$ cat src/jtm_pkg.sv
// jtm_pkg: shared constants, tables and item types for the joystick to mecanum mixer.
// Used by every module of the block; depends on nothing.
`timescale 1ns / 1ps
`default_nettype none

package jtm_pkg;

    localparam int UW        = 17;   // stick offset, signed
    localparam int VW        = 35;   // vectoring datapath, signed
    localparam int RW        = 33;   // rotation datapath, signed
    localparam int DIV_STEPS = 15;   // deflection quotient bits
    localparam int QW        = 17;   // drive quotient bits
    localparam int MAX_STEPS = 24;

    localparam logic [15:0] Q_ONE      = 16'd32768;
    localparam logic [14:0] FULL_TURN  = 15'd23040;
    localparam logic [14:0] HALF_TURN  = 15'd11520;
    localparam logic [14:0] QUART_TURN = 15'd5760;
    localparam logic [14:0] TQ_TURN    = 15'd17280;
    localparam logic [31:0] ANG_45     = 32'h2000_0000;
    localparam logic [31:0] ANG_180    = 32'h8000_0000;
    localparam int          PhiDiv     = 45;
    localparam logic [10:0] RECIP_45   = 11'd1456;

    localparam logic [31:0] ATAN_TAB [MAX_STEPS] = '{
        32'd536870912, 32'd316933406, 32'd167458907, 32'd85004756,
        32'd42667331,  32'd21354465,  32'd10679838,  32'd5340245,
        32'd2670163,   32'd1335087,   32'd667544,    32'd333772,
        32'd166886,    32'd83443,     32'd41722,     32'd20861,
        32'd10430,     32'd5215,      32'd2608,      32'd1304,
        32'd652,       32'd326,       32'd163,       32'd81
    };

    typedef logic [22:0] phi_tab_t [PhiDiv];

    // fractional part of round(h * 2^32 / 23040) for h mod 45
    function automatic phi_tab_t make_phi_tab();
        phi_tab_t t;
        longint   v;
        for (int r = 0; r < PhiDiv; r++) begin
            v    = (longint'(r) * 64'd8388608 + 64'd22) / PhiDiv;
            t[r] = v[22:0];
        end
        return t;
    endfunction

    localparam phi_tab_t PHI_TAB = make_phi_tab();

    typedef enum logic [1:0] {
        REG_CENTER = 2'd0,
        REG_SNAP   = 2'd1,
        REG_INNER  = 2'd2,
        REG_OUTER  = 2'd3
    } reg_idx_t;

    typedef struct packed {
        logic [14:0] center;
        logic [11:0] snap;
        logic [14:0] inner;
        logic [14:0] outer;
    } cfg_t;

    typedef struct packed {
        logic [14:0] heading;
        logic [15:0] defl;
    } hp_t;

    typedef struct packed {
        logic [14:0] heading;
        logic [15:0] defl;
        logic [2:0]  oct;
        logic [29:0] g;
    } shp_t;

endpackage

`default_nettype wire

$ cat src/jtm_shape.sv
// jtm_shape: axis snap, dead zones and heading to octant angle conversion.
// Four register stages. Depends on jtm_pkg.
`timescale 1ns / 1ps
`default_nettype none

module jtm_shape (
    input  wire logic          clk,
    input  wire logic          rst_n,
    input  wire logic          en,
    input  wire jtm_pkg::cfg_t cfg,
    input  wire logic          vld_in,
    input  wire jtm_pkg::hp_t  item,
    output logic               vld_out,
    output jtm_pkg::shp_t      res
);

    logic [15:0] h, r;
    logic [16:0] p, full_lvl;
    logic [14:0] h_snap;
    logic [15:0] p_dz;

    assign h        = {1'b0, item.heading};
    assign r        = {4'b0, cfg.snap};
    assign p        = {1'b0, item.defl};
    assign full_lvl = 17'(jtm_pkg::Q_ONE) - {2'b00, cfg.outer};

    always_comb
    begin
        h_snap = item.heading;
        if (h <= r || h >= {1'b0, jtm_pkg::FULL_TURN} - r)
        begin
            h_snap = '0;
        end
        else if (h >= {1'b0, jtm_pkg::QUART_TURN} - r && h <= {1'b0, jtm_pkg::QUART_TURN} + r)
        begin
            h_snap = jtm_pkg::QUART_TURN;
        end
        else if (h >= {1'b0, jtm_pkg::HALF_TURN} - r && h <= {1'b0, jtm_pkg::HALF_TURN} + r)
        begin
            h_snap = jtm_pkg::HALF_TURN;
        end
        else if (h >= {1'b0, jtm_pkg::TQ_TURN} - r && h <= {1'b0, jtm_pkg::TQ_TURN} + r)
        begin
            h_snap = jtm_pkg::TQ_TURN;
        end
    end

    always_comb
    begin
        p_dz = item.defl;
        if (p <= {2'b00, cfg.inner})
        begin
            p_dz = '0;
        end
        else if (p >= full_lvl)
        begin
            p_dz = jtm_pkg::Q_ONE;
        end
    end

    logic        va_reg, vb_reg, vc_reg;
    logic [14:0] ha_reg, hb_reg, hc_reg;
    logic [15:0] pa_reg, pb_reg, pc_reg;
    logic [9:0]  qb_reg;
    logic [31:0] phi_reg;

    logic [25:0] qprod;
    logic [15:0] m45;
    logic [6:0]  r0;
    logic        corr;
    logic [9:0]  q;
    logic [5:0]  ridx;
    logic [31:0] phi_n;
    logic [2:0]  oct;
    logic [28:0] frac;

    assign qprod = 26'(ha_reg) * 26'(jtm_pkg::RECIP_45);
    assign m45   = 16'(qb_reg) * 16'(jtm_pkg::PhiDiv);
    assign r0    = 7'({1'b0, hb_reg} - m45);
    assign corr  = r0 >= 7'(jtm_pkg::PhiDiv);
    assign q     = qb_reg + 10'(corr);
    assign ridx  = corr ? 6'(r0 - 7'(jtm_pkg::PhiDiv)) : r0[5:0];
    assign phi_n = {q[8:0], 23'b0} + {9'b0, jtm_pkg::PHI_TAB[ridx]} - jtm_pkg::ANG_45;
    assign oct   = phi_reg[31:29];
    assign frac  = phi_reg[28:0];

    always_ff @(posedge clk or negedge rst_n)
    begin
        if (!rst_n)
        begin
            va_reg  <= 1'b0;
            vb_reg  <= 1'b0;
            vc_reg  <= 1'b0;
            vld_out <= 1'b0;
        end
        else if (en)
        begin
            va_reg  <= vld_in;
            vb_reg  <= va_reg;
            vc_reg  <= vb_reg;
            vld_out <= vc_reg;
        end
    end

    always_ff @(posedge clk)
    begin
        if (en)
        begin
            ha_reg      <= h_snap;
            pa_reg      <= p_dz;
            hb_reg      <= ha_reg;
            pb_reg      <= pa_reg;
            qb_reg      <= qprod[25:16];
            hc_reg      <= hb_reg;
            pc_reg      <= pb_reg;
            phi_reg     <= phi_n;
            res.heading <= hc_reg;
            res.defl    <= pc_reg;
            res.oct     <= oct;
            res.g       <= oct[0] ? 30'(jtm_pkg::ANG_45) - {1'b0, frac} : {1'b0, frac};
        end
    end

endmodule

`default_nettype wire

$ cat config.mk
export PLATFORM = sky130hd
export DESIGN_NAME = jtm_shape
export DESIGN_NICKNAME = d
export VERILOG_FILES = /design/src/jtm_pkg.sv /design/src/jtm_shape.sv
export SDC_FILE = /design/constraint.sdc
export NUM_CORES = 1
export LEC_CHECK = 0
export BUFFER_PORTS_ARGS = -buffer_cell sky130_fd_sc_hd__buf_4
export CORE_ASPECT_RATIO = 1.5
export CORE_UTILIZATION = 25
export DETAILED_ROUTE_END_ITERATION = 10
export PLACE_DENSITY_LB_ADDON = 0.05
export SLEW_MARGIN = 20
export SYNTH_ARGS = -nofsm -noshare
export SYNTH_HDL_FRONTEND = slang
export SYNTH_SLANG_ARGS = --single-unit
$ cat constraint.sdc
create_clock -name clk -period 7 [get_ports clk]
set_input_delay 0.35 -clock clk [delete_from_list [all_inputs] [get_ports clk]]
set_output_delay 0.35 -clock clk [all_outputs]
set_load 0.02 [all_outputs]
==> results, run 1 <==
- The largest net degree at the start of global routing is approximately 100.
- The worst path in the final design needs a cycle of 5.68 ns, including I/O delays and setup.
- The first global-routing pass estimated 54000 µm of wire.
- The synthesized netlist net count is 1516.
- Yosys mapped a number of flops with a built-in enable equal to between 150 and 200.
- Of all cell types, the one taking the most synthesized area is sky130_fd_sc_hd__edfxtp_1.
- During placement, the flow inserted port buffers numbering 141.
- The post-route netlist has 14.9% of its cells at a drive strength greater than 1.
- The classification of the worst setup path is reg -> reg.
- For this design, the sink count on the clock tree is approximately 200.
- The routed via count divided by cell count is 4.46.
- The final reports fail on design-rule violations.
- Counting tap cells, the placed design contains a total of 2006 instances.
- The net count of the finished layout is 1653.
- In the synthesized netlist, the number of instances is 1200.
- Data on the critical path is required at its endpoint by 7.18 ns.
- The number of top-level pins is roughly 160.
- For this run, asynchronously set or reset flops after synthesis account for 2.04%.
- In this run the register-to-register setup slack is 1.32 ns.
- Setup slack closes at roughly 1.3 ns.
- The detailed-route wire length per cell is 17.1 µm.
- The maximum operating frequency is 0.176 GHz.
- The number of violations reported at the end of detailed-routing iteration 0 is 352.
- The total global routing overflow is 0.
- The H-tree was split into 4 levels.
- The first-pass iteration count of the detailed router is 9.
- The floorplan core area is 53900 µm².
- The DRC violation count after routing is 19.
- The final max-slew violation count is 0.
- Clock-pin slew was measured on the worst setup and hold paths at 0.08 ns.
- The launching point of the worst reg2reg path is qb_reg[0].
- Compared with the post-synthesis result, the final layout area differs by 17.8%.
- The maximum fanout count along the critical path is 10.
- Detailed placement finished with a half-perimeter wire length of between 20000 and 30000 µm.
- Setup repair after global routing left no endpoint under its margin.
- On the critical path, the stage with the largest delay is an instance of sky130_fd_sc_hd__edfxtp_1.
- Clock tree synthesis inserted a total of 17 buffers.
- The die is around 190 µm wide.
- The capturing point of the worst reg2reg path is phi_reg[19].
- The antenna cell count is 0.
- The worst setup timing slack at the placement stage is 1.33 ns.
- In this run the post-CTS setup repair buffer count came out at 0.
- The die footprint is 55600 µm².
- The min-delay analysis places its worst path in the category in -> reg.
- The clock latency on the worst-skew pair is 0.45 ns.
- The signal on the critical path passes through ha_1, ha_1, fa_1, fa_1, inv_1, ha_1, nor4b_1, a31oi_1, nand4_1, o21ai_1, nand2_2, xnor2_1, buf_4, inv_1, ha_1, nor2_1, nor3_1, a211oi_1, a221oi_1.
- The finished cells cover 16100 µm².
- The worst hold path was traced through 2 stages.
- In the post-synthesis netlist, the biggest area contributors are sky130_fd_sc_hd__edfxtp_1, sky130_fd_sc_hd__ha_1, sky130_fd_sc_hd__fa_1.
- The starting utilization of the core area is 25.4%.
- The number of buffers between clock root and the deepest sink is 2.
- The post-route clock period utilization is 81.1%.
- STA classifies the critical path startpoint as a flip-flop.
- After synthesis, the mean cell area works out to 11.4 µm².
- The beginning of the worst hold path is vld_in.
- The final count of hold timing violations is 0.
- The number of cells on the worst reg-to-reg path is 19.
- In this run the remaining antenna-violating nets after routing total 0.
- STA classifies the critical path endpoint as a flip-flop.
- The post-detailed-placement cell area is 15500 µm².
- The clock skew is 0.0183 ns.
- After synthesis, the netlist uses 77 different library cells.
- Buffers inserted to repair hold after CTS numbered 1.
- For this run, the number of standard cells in the final layout without fillers is 2039.
- In this design, the critical path's most frequently occurring cell is sky130_fd_sc_hd__ha_1.
- For hold timing, the worst endpoint is va_reg.
- The initial antenna violation count is 0.
- The number of cell rows is roughly 100.
- The transition time at the pin with the least slew margin is 0.920 ns.
- The routability congestion estimate from global placement is 0.846.
- The worst pin sits at a relative slew slack of 38.0%.
- The count of yosys warnings during synthesis is 0.
- The largest single stage delay on the critical path is 0.53 ns.
- The register bit total from synthesis is 196.
- Among all cell types in the netlist, the one instantiated most often is sky130_fd_sc_hd__edfxtp_1.
- The area share of the largest cell type after synthesis is a little over two fifths.
- Setup violations remaining at the end of the flow were counted as 0.
- The dominant register cell in the synthesized netlist is sky130_fd_sc_hd__edfxtp_1.
- The run finished, with violations left.
- Summing every instance area after synthesis gives 13700 µm².
- Sequential cells were found to cover 42.9% of the synthesized design area.
- Data arrives at the worst endpoint at 5.86 ns.
- The routed design has 34900 µm of wire.
- The register with the most flip-flops in the layout has 64 of them.
- For this block, the via count after detailed routing is 9100.
- In the synthesized netlist, the cells that appear most often are sky130_fd_sc_hd__edfxtp_1, sky130_fd_sc_hd__ha_1, sky130_fd_sc_hd__inv_1.
- TritonCTS built the clock tree.
- The root buffer cell chosen for the clock tree is sky130_fd_sc_hd__clkbuf_16.
- The number of global-route vias before repair is ~9700.
- In this run the vertical extent of the chip is slightly below 300 µm.
- Adding up every negative setup slack in the final design gives 0 ns.
- Post-CTS repair changed the size of 0 cells.
- Global routing used 12.9% of the available tracks.
- Max-cap violations in this run came to 0.
[worst max-delay path: cells and delay by family, from the launching register on]
kind | cells | cell delay (ns)
AO/OA/AOI/OAI | 4 | 0.97
XOR/XNOR | 1 | 0.19
adder cells (fa/ha/maj) | 6 | 2.59
buffers and inverters | 3 | 0.34
flip-flops | 1 | 0.53
AND/OR/NAND/NOR | 5 | 0.81
[logic make-up after synthesis]
logic type | share of synthesized area, %
buffers and inverters | 4.41
XOR/XNOR | 7.12
multiplexers | 0.788
AO/OA/AOI/OAI | 11.5
AND/OR/NAND/NOR | 10.7
flip-flops | 42.9
adder cells (fa/ha/maj) | 22.5
[worst max path at each step]
stage | start | to | slack, ns | depth (start not counted)
2_1_floorplan | qb_reg[0] | phi_reg[4] | 1.81 | 17
3_3_place_gp | qb_reg[0] | phi_reg[19] | 1.34 | 19
3_5_place_dp | qb_reg[0] | phi_reg[16] | 1.33 | 19
4_1_cts | qb_reg[0] | phi_reg[19] | 1.31 | 19
5_1_grt | qb_reg[0] | phi_reg[16] | 0.90 | 19
6_report | qb_reg[0] | phi_reg[19] | 1.32 | 19
[final cells by class]
cell class              instances  area [µm²]
repair buffers                148        1120
flip-flops and latches        196        5870
fillers                      5684       37800
clock buffers                  19         443
inverters                     126         473
clock inverters                13         135
well taps                     689         862
multi-input cells             848        7200
[routing by layer]
layer / vias up / part of all wire (%) / global-route usage, %
li1: 4612 / - / -
met1: 4317 / 37 / 12.9
met2: 144 / 59 / 26.6
met3: 27 / 2.1 / 1.41
met4: 0 / 1.9 / 4.31
met5: - / 0 / 0
[per-stage QoR]
stage                     util, %  hold slack [ns]
after floorplan                 -           0.0544
after global placement       28.8            0.152
after detailed placement     28.8            0.154
after CTS                    29.9           0.0915
after global routing         29.9            0.109
final                        29.9            0.128
[cells in the final DEF (no fill, tap or decap), types with 7 or more instances in the layout]
cell type | Yosys | final
sky130_fd_sc_hd__edfxtp_1 | 192 | 192
sky130_fd_sc_hd__and2_1 | 21 | 21
sky130_fd_sc_hd__xor2_1 | 26 | 26
sky130_fd_sc_hd__fa_1 | 37 | 37
sky130_fd_sc_hd__a21oi_1 | 52 | 52
sky130_fd_sc_hd__nand3_1 | 22 | 22
sky130_fd_sc_hd__o211ai_1 | 7 | 7
sky130_fd_sc_hd__o21a_1 | 25 | 25
sky130_fd_sc_hd__nor3_1 | 22 | 22
sky130_fd_sc_hd__clkbuf_16 | 0 | 17
sky130_fd_sc_hd__nand4_1 | 16 | 16
sky130_fd_sc_hd__ha_1 | 187 | 187
sky130_fd_sc_hd__a21o_1 | 27 | 27
sky130_fd_sc_hd__o31ai_1 | 10 | 10
sky130_fd_sc_hd__nor2_1 | 53 | 53
sky130_fd_sc_hd__nor4b_1 | 8 | 8
sky130_fd_sc_hd__a211oi_1 | 10 | 10
sky130_fd_sc_hd__xnor2_1 | 72 | 72
sky130_fd_sc_hd__nor4_1 | 7 | 7
sky130_fd_sc_hd__o21ai_0 | 35 | 35
sky130_fd_sc_hd__buf_4 | 1 | 146
sky130_fd_sc_hd__nand2b_1 | 11 | 11
sky130_fd_sc_hd__nor2b_1 | 17 | 16
sky130_fd_sc_hd__or3_1 | 10 | 10
sky130_fd_sc_hd__inv_1 | 123 | 123
sky130_fd_sc_hd__and3_1 | 8 | 8
sky130_fd_sc_hd__nand2_1 | 66 | 66
sky130_fd_sc_hd__a31oi_1 | 8 | 8
Power of run 1 is not shown: default switching activity piles up to over one toggle a cycle in this logic, so the estimate is an artifact.
==> run 2, diff against run 1 <==
Clock period 7 ns to 5 ns, I/O delays scaled along.
==> results, run 2 (same netlist as run 1, synthesis figures left out) <==
- The setup slack of the most critical reg-to-reg path is 0.29 ns.
- The flip-flop count of the largest register after layout is 64.
- The count of cells along the worst register-to-register path is 19.
- The classification of the worst setup path is reg -> reg.
- The detailed-route wire length per cell is 17.0 µm.
- Data on the critical path arrives at its endpoint at 4.89 ns.
- Including well taps, the total number of placed cells is 2056.
- The number of cells traversed by the worst hold path is 2.
- In this run the critical register-to-register path is captured at phi_reg[19].
- At the worst endpoint, the required time is 5.18 ns.
- The worst setup path is captured at a flip-flop.
- The maximum fanout count along the critical path is 5.
- The clock tree synthesis step divided the H-tree into 4 levels.
- After global routing the overflow that remains totals 0.
- Static timing analysis puts the maximum clock frequency at roughly 0.21 GHz.
- The end point of the worst hold path is pa_reg[0].
- The number of global-route vias before repair came to 9992.
- Pin placement for this block handled 157 I/O pins.
- The net count of the finished layout is 1707.
- Leaving out fill and tap cells, the most frequent cells in the layout are sky130_fd_sc_hd__buf_4, sky130_fd_sc_hd__edfxtp_1, sky130_fd_sc_hd__ha_1.
- The initial antenna violation count is 0.
- The number of buffers between clock root and the deepest sink is 2.
- For the pin with the worst max-slew slack, the measured transition is 0.904 ns.
- The most used cell along the critical path is sky130_fd_sc_hd__ha_1.
- The initial utilization of the core area, before any placement, comes to 25.4%.
- The number of violations reported at the end of detailed-routing iteration 0 is 357.
- Tracing the worst setup path back leads to its startpoint at qb_reg[3].
- The first-pass GRT wire length is 55300 µm.
- The clock latency on the worst-skew pair is 0.45 ns.
- The ratio of cells with drive above 1 in the final layout is 19.2%.
- Clock-pin slew was measured on the worst setup and hold paths at 0.08 ns.
- The clock arrives with 0.0124 ns of skew.
- The floorplan step set the die height to roughly 290 µm.
- The number of buffers added by the clock tree synthesis step is 17.
- The total of buffers placed on input and output ports is 141.
- The worst hold-check path type is in -> reg.
- Setup repair after global routing left no endpoint under its margin.
- Setup total negative slack on the finished layout was measured at 0 ns.
- The routability congestion estimate from global placement is 0.817.
- The final count of negative-setup-slack endpoints is 0.
- The worst hold path begins at item[0].
- The startpoint type of the worst setup path is a flip-flop.
- The remaining max-slew budget at the tightest pin is about two fifths.
- The checks that failed: design-rule violations.
- TritonCTS built the clock tree.
- Leaving out fill and tap cells, the most frequent cell in the layout is sky130_fd_sc_hd__buf_4.
- The largest net degree at the start of global routing is 109.
- The overall routed net length is 35500 µm.
- The routed design could run at a clock period as short as 4.71 ns.
- Once layout is complete, the cells apart from fillers number 2093.
- The detail route stage leaves a number of antenna-violating nets equal to 0.
- The total routing resource utilization after global routing is a little over an eighth.
- Measured along the x axis, the die boundary spans 193 µm.
- The kind of cell with the highest combined delay along the critical path is adder cells.
- The antenna cell count is 0.
- The largest single stage delay on the critical path is about 0.53 ns.
- The count of filler cells inserted in the layout is 5605.
- The area growth from synthesis to layout is 22.4%.
- CTS saw 196 sinks.
- The fraction of the core area covered by cells at the end of the flow is 31.1%.
- The die footprint is 55600 µm².
- The flow ran to the end, but the final reports show violations.
- The routed via count divided by cell count is 4.46.
- The slowest cell on the critical path is sky130_fd_sc_hd__fa_1.
- For this run, the detailed router's first-pass iteration total came to 10.
- The tree is rooted in a sky130_fd_sc_hd__clkbuf_16.
- The launching point of the worst reg2reg path is qb_reg[3].
- Detailed routing inserted a total of 9328 vias.
- For this run, design rule violations remaining after detail routing come to 15.
- The number of cell rows is 104.
- The tool flagged a number of max-cap violations equal to 0.
- Walking the worst path, the cells encountered are ha_1, ha_1, fa_1, fa_1, inv_1, ha_4, nor4b_1, a31oi_1, nand4_1, o21ai_2, nand2_4, nor2_4, a21oi_4, buf_4, ha_1, buf_4, o21a_1, a211oi_1, a221oi_2.
- Of the available clock period, the critical path in the final layout requires 94.2%.
- The final count of hold timing violations is 0.
- The number of buffers and inverters on the critical path is 3.
- The final max-slew violation count is 0.
- After legalization and detailed placement, the total HPWL measured ~29000 µm.
- The floorplan core area is 53900 µm².
## run 2: cell types whose count changed in the layout (fill, tap and decap cells not counted), moves of 3 or more
| cell | delta |
|---|---|
| sky130_fd_sc_hd__ha_4 | +3 |
| sky130_fd_sc_hd__buf_4 | +50 |
| sky130_fd_sc_hd__ha_1 | -5 |
| sky130_fd_sc_hd__xnor2_4 | +3 |
## run 2: per-stage QoR
stage / area, µm² / setup WS, ns / hold WS, ns
finish: 16700 / 0.292 / 0.0957
detailed placement: 15900 / 0.00227 / 0.0492
global placement: 15900 / 0.0741 / 0.0474
CTS: 16600 / 0.0904 / 0.0616
floorplan: 13700 / 0.0863 / -0.0456
global route: 16700 / 0.0155 / 0.0844
## run 2: worst register-to-register path, stage by stage (launching register included)
cell and delay (ns):
sky130_fd_sc_hd__edfxtp_1 0.40, sky130_fd_sc_hd__ha_1 0.32, sky130_fd_sc_hd__ha_1 0.30, sky130_fd_sc_hd__fa_1 0.51, sky130_fd_sc_hd__fa_1 0.53, sky130_fd_sc_hd__inv_1 0.07, sky130_fd_sc_hd__ha_4 0.25, sky130_fd_sc_hd__nor4b_1 0.14
sky130_fd_sc_hd__a31oi_1 0.18, sky130_fd_sc_hd__nand4_1 0.18, sky130_fd_sc_hd__o21ai_2 0.14, sky130_fd_sc_hd__nand2_4 0.14, sky130_fd_sc_hd__nor2_4 0.13, sky130_fd_sc_hd__a21oi_4 0.05, sky130_fd_sc_hd__buf_4 0.17, sky130_fd_sc_hd__ha_1 0.21
sky130_fd_sc_hd__buf_4 0.16, sky130_fd_sc_hd__o21a_1 0.21, sky130_fd_sc_hd__a211oi_1 0.28, sky130_fd_sc_hd__a221oi_2 0.08
## run 2: metal layers
metal | vias up | GRT usage [%] | part of all wire [%]
li1 | 4729 | - | -
met1 | 4425 | 12.6 | 36
met2 | 137 | 27.7 | 60
met3 | 37 | 1.53 | 1.9
met4 | 0 | 4.90 | 2.3
met5 | - | 0 | 0
## run 2: layout make-up
| cell class | count | area, µm² | share of cell area, % |
|---|---|---|---|
| clock buffer | 18 | 439 | 2.63 |
| clock inverter | 14 | 176 | 1.05 |
| inverter | 126 | 475 | 2.84 |
| multi-input combinational | 848 | 7350 | 44.0 |
| sequential | 196 | 5870 | 35.1 |
| tap | 689 | 862 | 5.15 |
| timing repair buffer | 202 | 1560 | 9.30 |
## run 2: worst max path at each step
stage	slack [ns]	endpoint	cells past startpoint
floorplan	0.09	phi_reg[17]	18
global placement	0.07	phi_reg[19]	20
detailed placement	0.002	phi_reg[19]	18
CTS	0.09	phi_reg[17]	18
global route	0.02	phi_reg[31]	19
finish	0.29	phi_reg[19]	19
## run 2: what timing repair did
| item | CTS | global route |
|---|---|---|
| buffers inserted | 0 | 3 |
| hold buffers | 2 | 0 |
| pin swaps | 0 | 3 |
| gates resized for setup | 1 | 22 |
| gates cloned | 0 | 0 |
| endpoints found under the hold margin | 5 | 0 |
| setup endpoints to repair | 1 | 19 |
Power of run 2 is left out for the same reason.
